--- config.mk ---
export PLATFORM = sky130hd
export DESIGN_NAME = stack_bytecode_executor
export DESIGN_NICKNAME = d
export VERILOG_FILES = /design/src/sv/sbe_pkg.sv /design/src/sv/sbe_ctrl.sv /design/src/sv/sbe_datapath.sv /design/src/sv/stack_bytecode_executor.sv
export SDC_FILE = /design/constraint.sdc
export NUM_CORES = 2
export LEC_CHECK = 0
export BUFFER_PORTS_ARGS = -buffer_cell sky130_fd_sc_hd__buf_2
export CAP_MARGIN = 5
export CORE_ASPECT_RATIO = 2
export CORE_MARGIN = 5
export CORE_UTILIZATION = 30
export DETAILED_ROUTE_END_ITERATION = 8
export GPL_ROUTABILITY_DRIVEN = 1
export PLACE_DENSITY = 0.44
export SETUP_SLACK_MARGIN = 0.5
export SLEW_MARGIN = 0
export SYNTH_ARGS = -nofsm -noshare
export SYNTH_HDL_FRONTEND = slang
export SYNTH_SLANG_ARGS = --single-unit
--- constraint.sdc ---
create_clock -name i_clk -period 10.35 [get_ports i_clk]
set_input_delay 1.035 -clock i_clk [delete_from_list [all_inputs] [get_ports i_clk]]
set_output_delay 1.035 -clock i_clk [all_outputs]
set_load 0.1 [all_outputs]
--- src/sv/sbe_pkg.sv ---
`default_nettype none

package sbe_pkg;

    // Stack geometry
    localparam int STACK_DEPTH = 16;
    localparam int CNT_W       = $clog2(STACK_DEPTH + 1);
    localparam int ADDR_W      = (STACK_DEPTH > 2) ? $clog2(STACK_DEPTH) : 1;

    localparam int WORD_W      = 64;
    localparam int DEPTH_OUT_W = 5;
    localparam int S_TDATA_W   = 2 * WORD_W;
    localparam int M_TDATA_W   = 72;

    typedef enum logic [2:0] {
        OP_PUSH  = 3'd0,
        OP_PRINT = 3'd1,
        OP_READ  = 3'd2,
        OP_ADD   = 3'd3,
        OP_STOP  = 3'd4,
        OP_SWAP  = 3'd5,
        OP_POP   = 3'd6,
        OP_DUP   = 3'd7
    } t_op;

    typedef enum logic [1:0] {
        FAULT_NONE  = 2'd0,
        FAULT_UNDER = 2'd1,
        FAULT_OVER  = 2'd2
    } t_fault;

    typedef enum logic [1:0] {
        ST_IDLE,
        ST_EXEC,
        ST_FILL,
        ST_DONE
    } t_state;

    // controller -> datapath
    typedef struct packed {
        logic latch;     // capture the request
        logic exec;      // run the instruction on the stack
        logic fill;      // reload second-of-stack from memory
        logic load_out;  // move the result into the output register
    } t_cmd;

    // datapath -> controller
    typedef struct packed {
        logic need_fill;
    } t_stat;

endpackage

`default_nettype wire

--- src/sv/sbe_ctrl.sv ---
`default_nettype none

module sbe_ctrl
    import sbe_pkg::*;
(
    input  wire logic i_clk,
    input  wire logic i_rst_n,
    input  wire logic s_axis_tvalid,
    output logic      s_axis_tready,
    output logic      m_axis_tvalid,
    input  wire logic m_axis_tready,
    input  wire t_stat i_stat,
    output t_cmd      o_cmd
);

    t_state r_state, n_state;
    logic   r_out_valid, n_out_valid;
    logic   out_free;

    assign out_free = !r_out_valid || m_axis_tready;

    always_ff @(posedge i_clk) begin
        if (!i_rst_n) begin
            r_state     <= ST_IDLE;
            r_out_valid <= 1'b0;
        end else begin
            r_state     <= n_state;
            r_out_valid <= n_out_valid;
        end
    end

    // next state
    always_comb begin
        n_state = r_state;
        case (r_state)
            ST_IDLE: begin
                if (s_axis_tvalid) n_state = ST_EXEC;
            end
            ST_EXEC: begin
                n_state = i_stat.need_fill ? ST_FILL : ST_DONE;
            end
            ST_FILL: begin
                n_state = ST_DONE;
            end
            ST_DONE: begin
                if (out_free) n_state = ST_IDLE;
            end
            default: begin
                n_state = ST_IDLE;
            end
        endcase
    end

    // outputs
    always_comb begin
        o_cmd         = '0;
        s_axis_tready = 1'b0;
        n_out_valid   = r_out_valid && !m_axis_tready;
        case (r_state)
            ST_IDLE: begin
                s_axis_tready = 1'b1;
                o_cmd.latch   = s_axis_tvalid;
            end
            ST_EXEC: begin
                o_cmd.exec = 1'b1;
            end
            ST_FILL: begin
                o_cmd.fill = 1'b1;
            end
            ST_DONE: begin
                if (out_free) begin
                    o_cmd.load_out = 1'b1;
                    n_out_valid    = 1'b1;
                end
            end
            default: begin
                o_cmd = '0;
            end
        endcase
    end

    assign m_axis_tvalid = r_out_valid;

endmodule

`default_nettype wire

--- src/sv/sbe_datapath.sv ---
`default_nettype none

module sbe_datapath
    import sbe_pkg::*;
(
    input  wire logic                  i_clk,
    input  wire logic                  i_rst_n,
    input  wire t_cmd                  i_cmd,
    output t_stat                      o_stat,
    input  wire logic [2:0]            i_action,
    input  wire logic [WORD_W-1:0]     i_immediate,
    input  wire logic [WORD_W-1:0]     i_read_value,
    output logic                       o_print_valid,
    output logic [WORD_W-1:0]          o_print_value,
    output logic                       o_halted,
    output logic [1:0]                 o_fault,
    output logic [DEPTH_OUT_W-1:0]     o_depth_now
);

    // latched request
    t_op               r_op;
    logic [WORD_W-1:0] r_imm;
    logic [WORD_W-1:0] r_rd;

    // top two entries live in registers, the rest in memory at their own index
    logic [WORD_W-1:0] r_top, n_top;
    logic [WORD_W-1:0] r_second, n_second;
    logic [CNT_W-1:0]  r_count, n_count;
    logic              r_stopped, n_stopped;

    logic [WORD_W-1:0] mem [STACK_DEPTH];
    logic [WORD_W-1:0] r_rdata;
    logic              mem_we;
    logic [CNT_W-1:0]  wr_cnt;
    logic [CNT_W-1:0]  rd_cnt;

    // pending result
    logic              r_res_pv, n_res_pv;
    logic [WORD_W-1:0] r_res_pval, n_res_pval;
    t_fault            r_res_fault, n_res_fault;

    // output register
    logic                   r_out_pv;
    logic [WORD_W-1:0]      r_out_pval;
    logic                   r_out_halted;
    logic [1:0]             r_out_fault;
    logic [DEPTH_OUT_W-1:0] r_out_depth;
    logic [CNT_W+DEPTH_OUT_W-1:0] depth_ext;

    logic has1, has2, has3, full;
    logic push_en;
    logic [WORD_W-1:0] push_val;

    assign has1 = r_count >= CNT_W'(1);
    assign has2 = r_count >= CNT_W'(2);
    assign has3 = r_count >= CNT_W'(3);
    assign full = r_count == CNT_W'(STACK_DEPTH);

    assign wr_cnt = r_count - CNT_W'(2);
    assign rd_cnt = r_count - CNT_W'(3);

    always_ff @(posedge i_clk) begin
        if (i_cmd.latch) begin
            r_op  <= t_op'(i_action);
            r_imm <= i_immediate;
            r_rd  <= i_read_value;
        end
    end

    // instruction execution
    always_comb begin
        n_top       = r_top;
        n_second    = r_second;
        n_count     = r_count;
        n_stopped   = r_stopped;
        n_res_pv    = 1'b0;
        n_res_pval  = '0;
        n_res_fault = FAULT_NONE;
        push_en     = 1'b0;
        push_val    = r_imm;
        o_stat.need_fill = 1'b0;

        if (!r_stopped) begin
            case (r_op)
                OP_PUSH: begin
                    push_val = r_imm;
                    if (full) n_res_fault = FAULT_OVER;
                    else      push_en     = 1'b1;
                end
                OP_READ: begin
                    push_val = r_rd;
                    if (full) n_res_fault = FAULT_OVER;
                    else      push_en     = 1'b1;
                end
                OP_DUP: begin
                    push_val = r_top;
                    if (!has1)     n_res_fault = FAULT_UNDER;
                    else if (full) n_res_fault = FAULT_OVER;
                    else           push_en     = 1'b1;
                end
                OP_PRINT, OP_POP: begin
                    if (!has1) begin
                        n_res_fault = FAULT_UNDER;
                    end else begin
                        if (r_op == OP_PRINT) begin
                            n_res_pv   = 1'b1;
                            n_res_pval = r_top;
                        end
                        n_top            = r_second;
                        n_count          = r_count - CNT_W'(1);
                        o_stat.need_fill = has3;
                    end
                end
                OP_ADD: begin
                    if (!has2) begin
                        n_res_fault = FAULT_UNDER;
                    end else begin
                        n_top            = r_top + r_second;
                        n_count          = r_count - CNT_W'(1);
                        o_stat.need_fill = has3;
                    end
                end
                OP_SWAP: begin
                    if (!has2) begin
                        n_res_fault = FAULT_UNDER;
                    end else begin
                        n_top    = r_second;
                        n_second = r_top;
                    end
                end
                OP_STOP: begin
                    n_stopped = 1'b1;
                end
                default: begin
                    n_res_fault = FAULT_NONE;
                end
            endcase
        end

        if (push_en) begin
            n_top    = push_val;
            n_second = r_top;
            n_count  = r_count + CNT_W'(1);
        end
    end

    assign mem_we = i_cmd.exec && push_en && has2;

    always_ff @(posedge i_clk) begin
        if (mem_we) mem[wr_cnt[ADDR_W-1:0]] <= r_second;
        r_rdata <= mem[rd_cnt[ADDR_W-1:0]];
    end

    always_ff @(posedge i_clk) begin
        if (!i_rst_n) begin
            r_count   <= '0;
            r_stopped <= 1'b0;
        end else if (i_cmd.exec) begin
            r_count   <= n_count;
            r_stopped <= n_stopped;
        end
    end

    always_ff @(posedge i_clk) begin
        if (i_cmd.exec) begin
            r_top       <= n_top;
            r_second    <= n_second;
            r_res_pv    <= n_res_pv;
            r_res_pval  <= n_res_pval;
            r_res_fault <= n_res_fault;
        end else if (i_cmd.fill) begin
            r_second <= r_rdata;
        end
    end

    assign depth_ext = {{DEPTH_OUT_W{1'b0}}, r_count};

    always_ff @(posedge i_clk) begin
        if (i_cmd.load_out) begin
            r_out_pv     <= r_res_pv;
            r_out_pval   <= r_res_pval;
            r_out_halted <= r_stopped;
            r_out_fault  <= r_res_fault;
            r_out_depth  <= depth_ext[DEPTH_OUT_W-1:0];
        end
    end

    assign o_print_valid = r_out_pv;
    assign o_print_value = r_out_pval;
    assign o_halted      = r_out_halted;
    assign o_fault       = r_out_fault;
    assign o_depth_now   = r_out_depth;

endmodule

`default_nettype wire

--- src/sv/stack_bytecode_executor.sv ---
`default_nettype none

// Channel  Dir  Fields (low bit up)
// -------  ---  ----------------------------------------------------------
// s_axis   in   tuser[2:0] action; tdata[63:0] immediate,
//               tdata[127:64] read_value
// m_axis   out  tuser[0] print_valid; tdata[63:0] print_value,
//               tdata[64] halted, tdata[66:65] fault, tdata[71:67] depth_now
//
// One instruction request at a time: accept, execute, hand-off; a refill
// step before hand-off for print, pop and add with three or more stack entries,
// where the registered stack-memory read refills the second-of-stack register.
// The output register lets the next request be accepted while a result waits.
// Synchronous active-low reset clears depth, halt flag and output valid;
// stack contents are not cleared. A stalled m_axis holds the hand-off state.

module stack_bytecode_executor
    import sbe_pkg::*;
(
    input  wire logic                  i_clk,
    input  wire logic                  i_rst_n,
    input  wire logic                  s_axis_tvalid,
    output logic                       s_axis_tready,
    input  wire logic [S_TDATA_W-1:0]  s_axis_tdata,   // immediate, read_value
    input  wire logic [2:0]            s_axis_tuser,   // action
    output logic                       m_axis_tvalid,
    input  wire logic                  m_axis_tready,
    output logic [M_TDATA_W-1:0]       m_axis_tdata,   // print_value, halted, fault,
                                                       // depth_now
    output logic                       m_axis_tuser    // print_valid
);

    t_cmd  cmd;
    t_stat stat;

    logic [WORD_W-1:0]      print_value;
    logic                   halted;
    logic [1:0]             fault;
    logic [DEPTH_OUT_W-1:0] depth_now;

    sbe_ctrl u_ctrl (
        .i_clk         (i_clk),
        .i_rst_n       (i_rst_n),
        .s_axis_tvalid (s_axis_tvalid),
        .s_axis_tready (s_axis_tready),
        .m_axis_tvalid (m_axis_tvalid),
        .m_axis_tready (m_axis_tready),
        .i_stat        (stat),
        .o_cmd         (cmd)
    );

    sbe_datapath u_dp (
        .i_clk         (i_clk),
        .i_rst_n       (i_rst_n),
        .i_cmd         (cmd),
        .o_stat        (stat),
        .i_action      (s_axis_tuser),
        .i_immediate   (s_axis_tdata[WORD_W-1:0]),
        .i_read_value  (s_axis_tdata[2*WORD_W-1:WORD_W]),
        .o_print_valid (m_axis_tuser),
        .o_print_value (print_value),
        .o_halted      (halted),
        .o_fault       (fault),
        .o_depth_now   (depth_now)
    );

    assign m_axis_tdata = {depth_now, fault, halted, print_value};

endmodule

`default_nettype wire
==> flow_summary.yaml <==
pwr:
  switchingPower_uw: 7237
  switching_share: 0.3457
  seq_power_share: 0.442
  p_clk_frac: 0.256
  internal_power_uw: 13700
  comb_power_share: 0.301
  leakagePower_uw: 0.02181
  power_density_mw_per_mm2: 307.1
  ir_drop_uv: 172.3
worst_setup_path:
  path_class: "register to register"
  r2r_cells: 10
  critPathMaxFanout: 39
  cp_top_family: "simple AND/OR/NAND/NOR gates"
  cp_cell_sequence: "ha_1 > nand2_1 > nand3_1 > nand2_1 > o22ai_1 > nand2_1 > nor3_1 > nand2_1 > nor2_4 > buf_4"
  r2r-end: "u_dp.mem[3][24]$_DFFE_PP_"
  path_buf_inv: 1
  r2r_start: "u_dp.r_count[0]$_SDFFE_PN0P_"
  cp_common_cell: "nand2_1"
  cp_data_required_time_ns: 10.71
  arrival_ns: 5.58
  critical-path-slowest-cell: "nor2_4"
  r2r_slack_ns: 5.13
  cp-end-kind: "register"
  start_kind: "register"
  max_stage_delay_ns: 1.05
timing:
  setup_viol: 0
  rsz0062_at_grt: "no"
  worstMarginPinSlew_ns: 1.259
  fmax_mhz: 191.6
  relSlewSlack: 0.1586
  finalMaxSlewViolations: 0
  period_share: 0.5043
  finalHoldViolations: 0
  tns_ns: 0
  fin_crit_ns: 5.220
  clock_skew_ns: 0.07284
yosys:
  synthesis.nets: 3250
  async_flop_share: 0
  syn-cell-area_sq_mm: 0.05901
  syn_inst: 3039
  ys_warn_count: 0
  synth-edff-count: 1423
  synth_ff_type: "edfxtp_1"
  synth_seq_area_share: 0.7489
  synth.distinct_cells: 69
  yosys.area.top_type: "edfxtp_1"
  synth_top_area_frac: 0.7241
  yosys.cell_count.top_type: "edfxtp_1"
  synth_common_cells: "edfxtp_1 (1423), mux4_2 (320), nand2_1 (194), clkbuf_1 (126), a21oi_1 (107)"
  synth_area_per_cell_sq_um: 19.42
  synth-seq-cells: 1496
  netlist_top_cells_area: "edfxtp_1 (72%), mux4_2 (12%), dfxtp_1 (2.5%)"
clock_network:
  cts_resized: 0
  hold_buffers: 0
  clockBufferDepth: 4
  ctsRootBufferMaster: "clkbuf_16"
  postCtsSetupBuffers: 0
  clk_latency_ns: 0.81
  htreeDepth: 4
  cts_tree: "built"
  clock-sinks: 1496
  cts_inserted_buffers: 151
  path_clk_slew_ns: 0.07
die:
  io_pins: 210
  die_y_um: 637.2
  core_area_sq_mm: 0.1960
  die_x_um: 323.6
  start_util: 0.3011
  num_rows: 230
  dieArea_sq_mm: 0.2062
hold_path:
  hold_end: "u_dp.r_imm[44]$_DFFE_PP_"
  hold_start: "s_axis_tdata[44]"
  holdPathStages: 1
  hp-class: "input pin to register"
grt:
  gr-usage-met2: 0.3174
  grt_pass1_wl_mm: 252.6
  use_met3: 0.01868
  track_usage: 0.1728
  antenna_found_initial: 10
  grt_pass1_vias: 32000
  grt.busiest_layer: "met2"
  grt-ovfl-total: 0
  grt_max_degree: 94
  globalRouteMet1Util: 0.2186
layout:
  fill_cells: 18340
  multi_input_area_sq_mm: 0.01436
  nets: 3527
  drive_above_1_share: 0.2658
  stdcell_count: 5981
  ff_latch_area_sq_mm: 0.04420
  area_delta_synth_final_pct: 15.51
route:
  antenna_left: 0
  routed_wl_mm: 181.0
  wire_per_inst_um: 30.27
  drcViolationCount: 0
  first_pass_iters: 5
  viasPerCell: 5.020
  route.vias.total: 30030
  drt_iter0_drc: 2342
placed_design:
  numPortBuffers: 209
  routabilityCongestion: 0.8072
  dp.cells: 5715
  dp_hpwl_mm: 114.2
outcome:
  status: "finished, final reports clean"
run:
  drv_cap: 0
-- registers in the layout, indices dropped and copies added, names as in the netlist, 3 cells and up --
register and flops:
u_dp.r_rd 64, u_dp.r_second 64, u_dp.r_top 64, u_dp.o_print_value 64, u_dp.r_count 5, u_dp.o_depth_now 5
u_dp.r_op 3, u_dp.r_rdata 64, u_dp.r_imm 64, u_dp.mem 1024, u_dp.r_res_pval 64
-- per-layer routing --
metal | up-vias | part of all wire
met4 | 2 | 0.023
met1 | 16100 | 0.41
met5 | - | 0.000055
met3 | 218 | 0.038
met2 | 820 | 0.53
li1 | 12890 | -
-- worst reg2reg max path: cells and delay by family, from the launching register on --
| kind | cells | cell delay, ns |
|---|---|---|
| buffers and inverters | 1 | 0.89 |
| adder cells (fa/ha/maj) | 1 | 0.32 |
| AND/OR/NAND/NOR | 7 | 2.48 |
| AO/OA/AOI/OAI | 1 | 0.21 |
| flip-flops | 1 | 0.85 |
-- final cells by class --
type                    count  area share
diodes                      5   0.0001836
clock buffers             195     0.05922
clock inverters            66    0.009545
inverters                  27    0.001487
multi-input cells        1361      0.2107
flip-flops and latches   1496      0.6484
well taps                2552     0.04684
repair buffers            279     0.02361
-- metrics by stage --
stage	hold WS, ns	power [uW]	utilization	worst slack [ns]	area [sq um]
floorplan	0.4003	13100	-	2.653	59010
global placement	0.4038	15810	0.3238	4.985	63460
detailed placement	0.4045	15810	0.3238	5.052	63460
CTS	0.3234	21270	0.3477	4.992	68150
global route	0.3664	21870	0.3478	4.763	68150
finish	0.4024	20940	0.3478	5.130	68160
-- power by group through the flow --
stage	combinational [uW]	sequential (uW)	clock, uW
after CTS	6420	9310	5540
after floorplan	4130	8980	0
final	6310	9260	5370
after detailed placement	6380	9430	0
after global routing	6760	9360	5750
after global placement	6390	9410	0
-- logic make-up after synthesis --
kind of cell / count (synthesis) / share of synthesized area
multiplexers: 388 / 0.1350
AND/OR/NAND/NOR: 444 / 0.03547
flip-flops: 1496 / 0.7489
adder cells (fa/ha/maj): 76 / 0.01624
XOR/XNOR: 68 / 0.01009
buffers and inverters: 182 / 0.01168
AO/OA/AOI/OAI: 385 / 0.04262
-- cell usage in the layout (no fill, tap or decap), types with 18 or more instances in the layout --
| master | n |
|---|---|
| clkinv_1 | 27 |
| edfxtp_1 | 1423 |
| nand4_1 | 18 |
| a21o_1 | 47 |
| ha_1 | 73 |
| dfxtp_1 | 72 |
| nor2_4 | 18 |
| clkbuf_1 | 37 |
| xnor2_1 | 37 |
| clkbuf_16 | 153 |
| nand3_1 | 18 |
| o21ai_0 | 43 |
| a31oi_1 | 57 |
| nand2_1 | 194 |
| mux2_2 | 65 |
| a211oi_1 | 38 |
| a21oi_1 | 107 |
| buf_2 | 209 |
| nor2_1 | 60 |
| xor2_1 | 29 |
| and2_1 | 69 |
| mux4_2 | 320 |
| inv_1 | 26 |
| buf_4 | 67 |
-- how the worst max path moves through the flow --
stage	startpoint	endpoint	slack (ns)	depth (start not counted)
after global placement	u_dp.r_count[0]$_SDFFE_PN0P_	u_dp.mem[3][29]$_DFFE_PP_	4.98	10
after floorplan	u_ctrl.r_state[1]$_SDFFE_PN0P_	u_dp.r_top[0]$_DFFE_PP_	2.65	4
after detailed placement	u_dp.r_count[0]$_SDFFE_PN0P_	u_dp.mem[0][18]$_DFFE_PP_	5.05	11
after global routing	u_dp.r_count[0]$_SDFFE_PN0P_	u_dp.mem[3][24]$_DFFE_PP_	4.76	10
final	u_dp.r_count[0]$_SDFFE_PN0P_	u_dp.mem[3][24]$_DFFE_PP_	5.13	10
after CTS	u_dp.r_count[0]$_SDFFE_PN0P_	u_dp.mem[0][26]$_DFFE_PP_	4.99	11
Power figures use the tool's default switching activity.
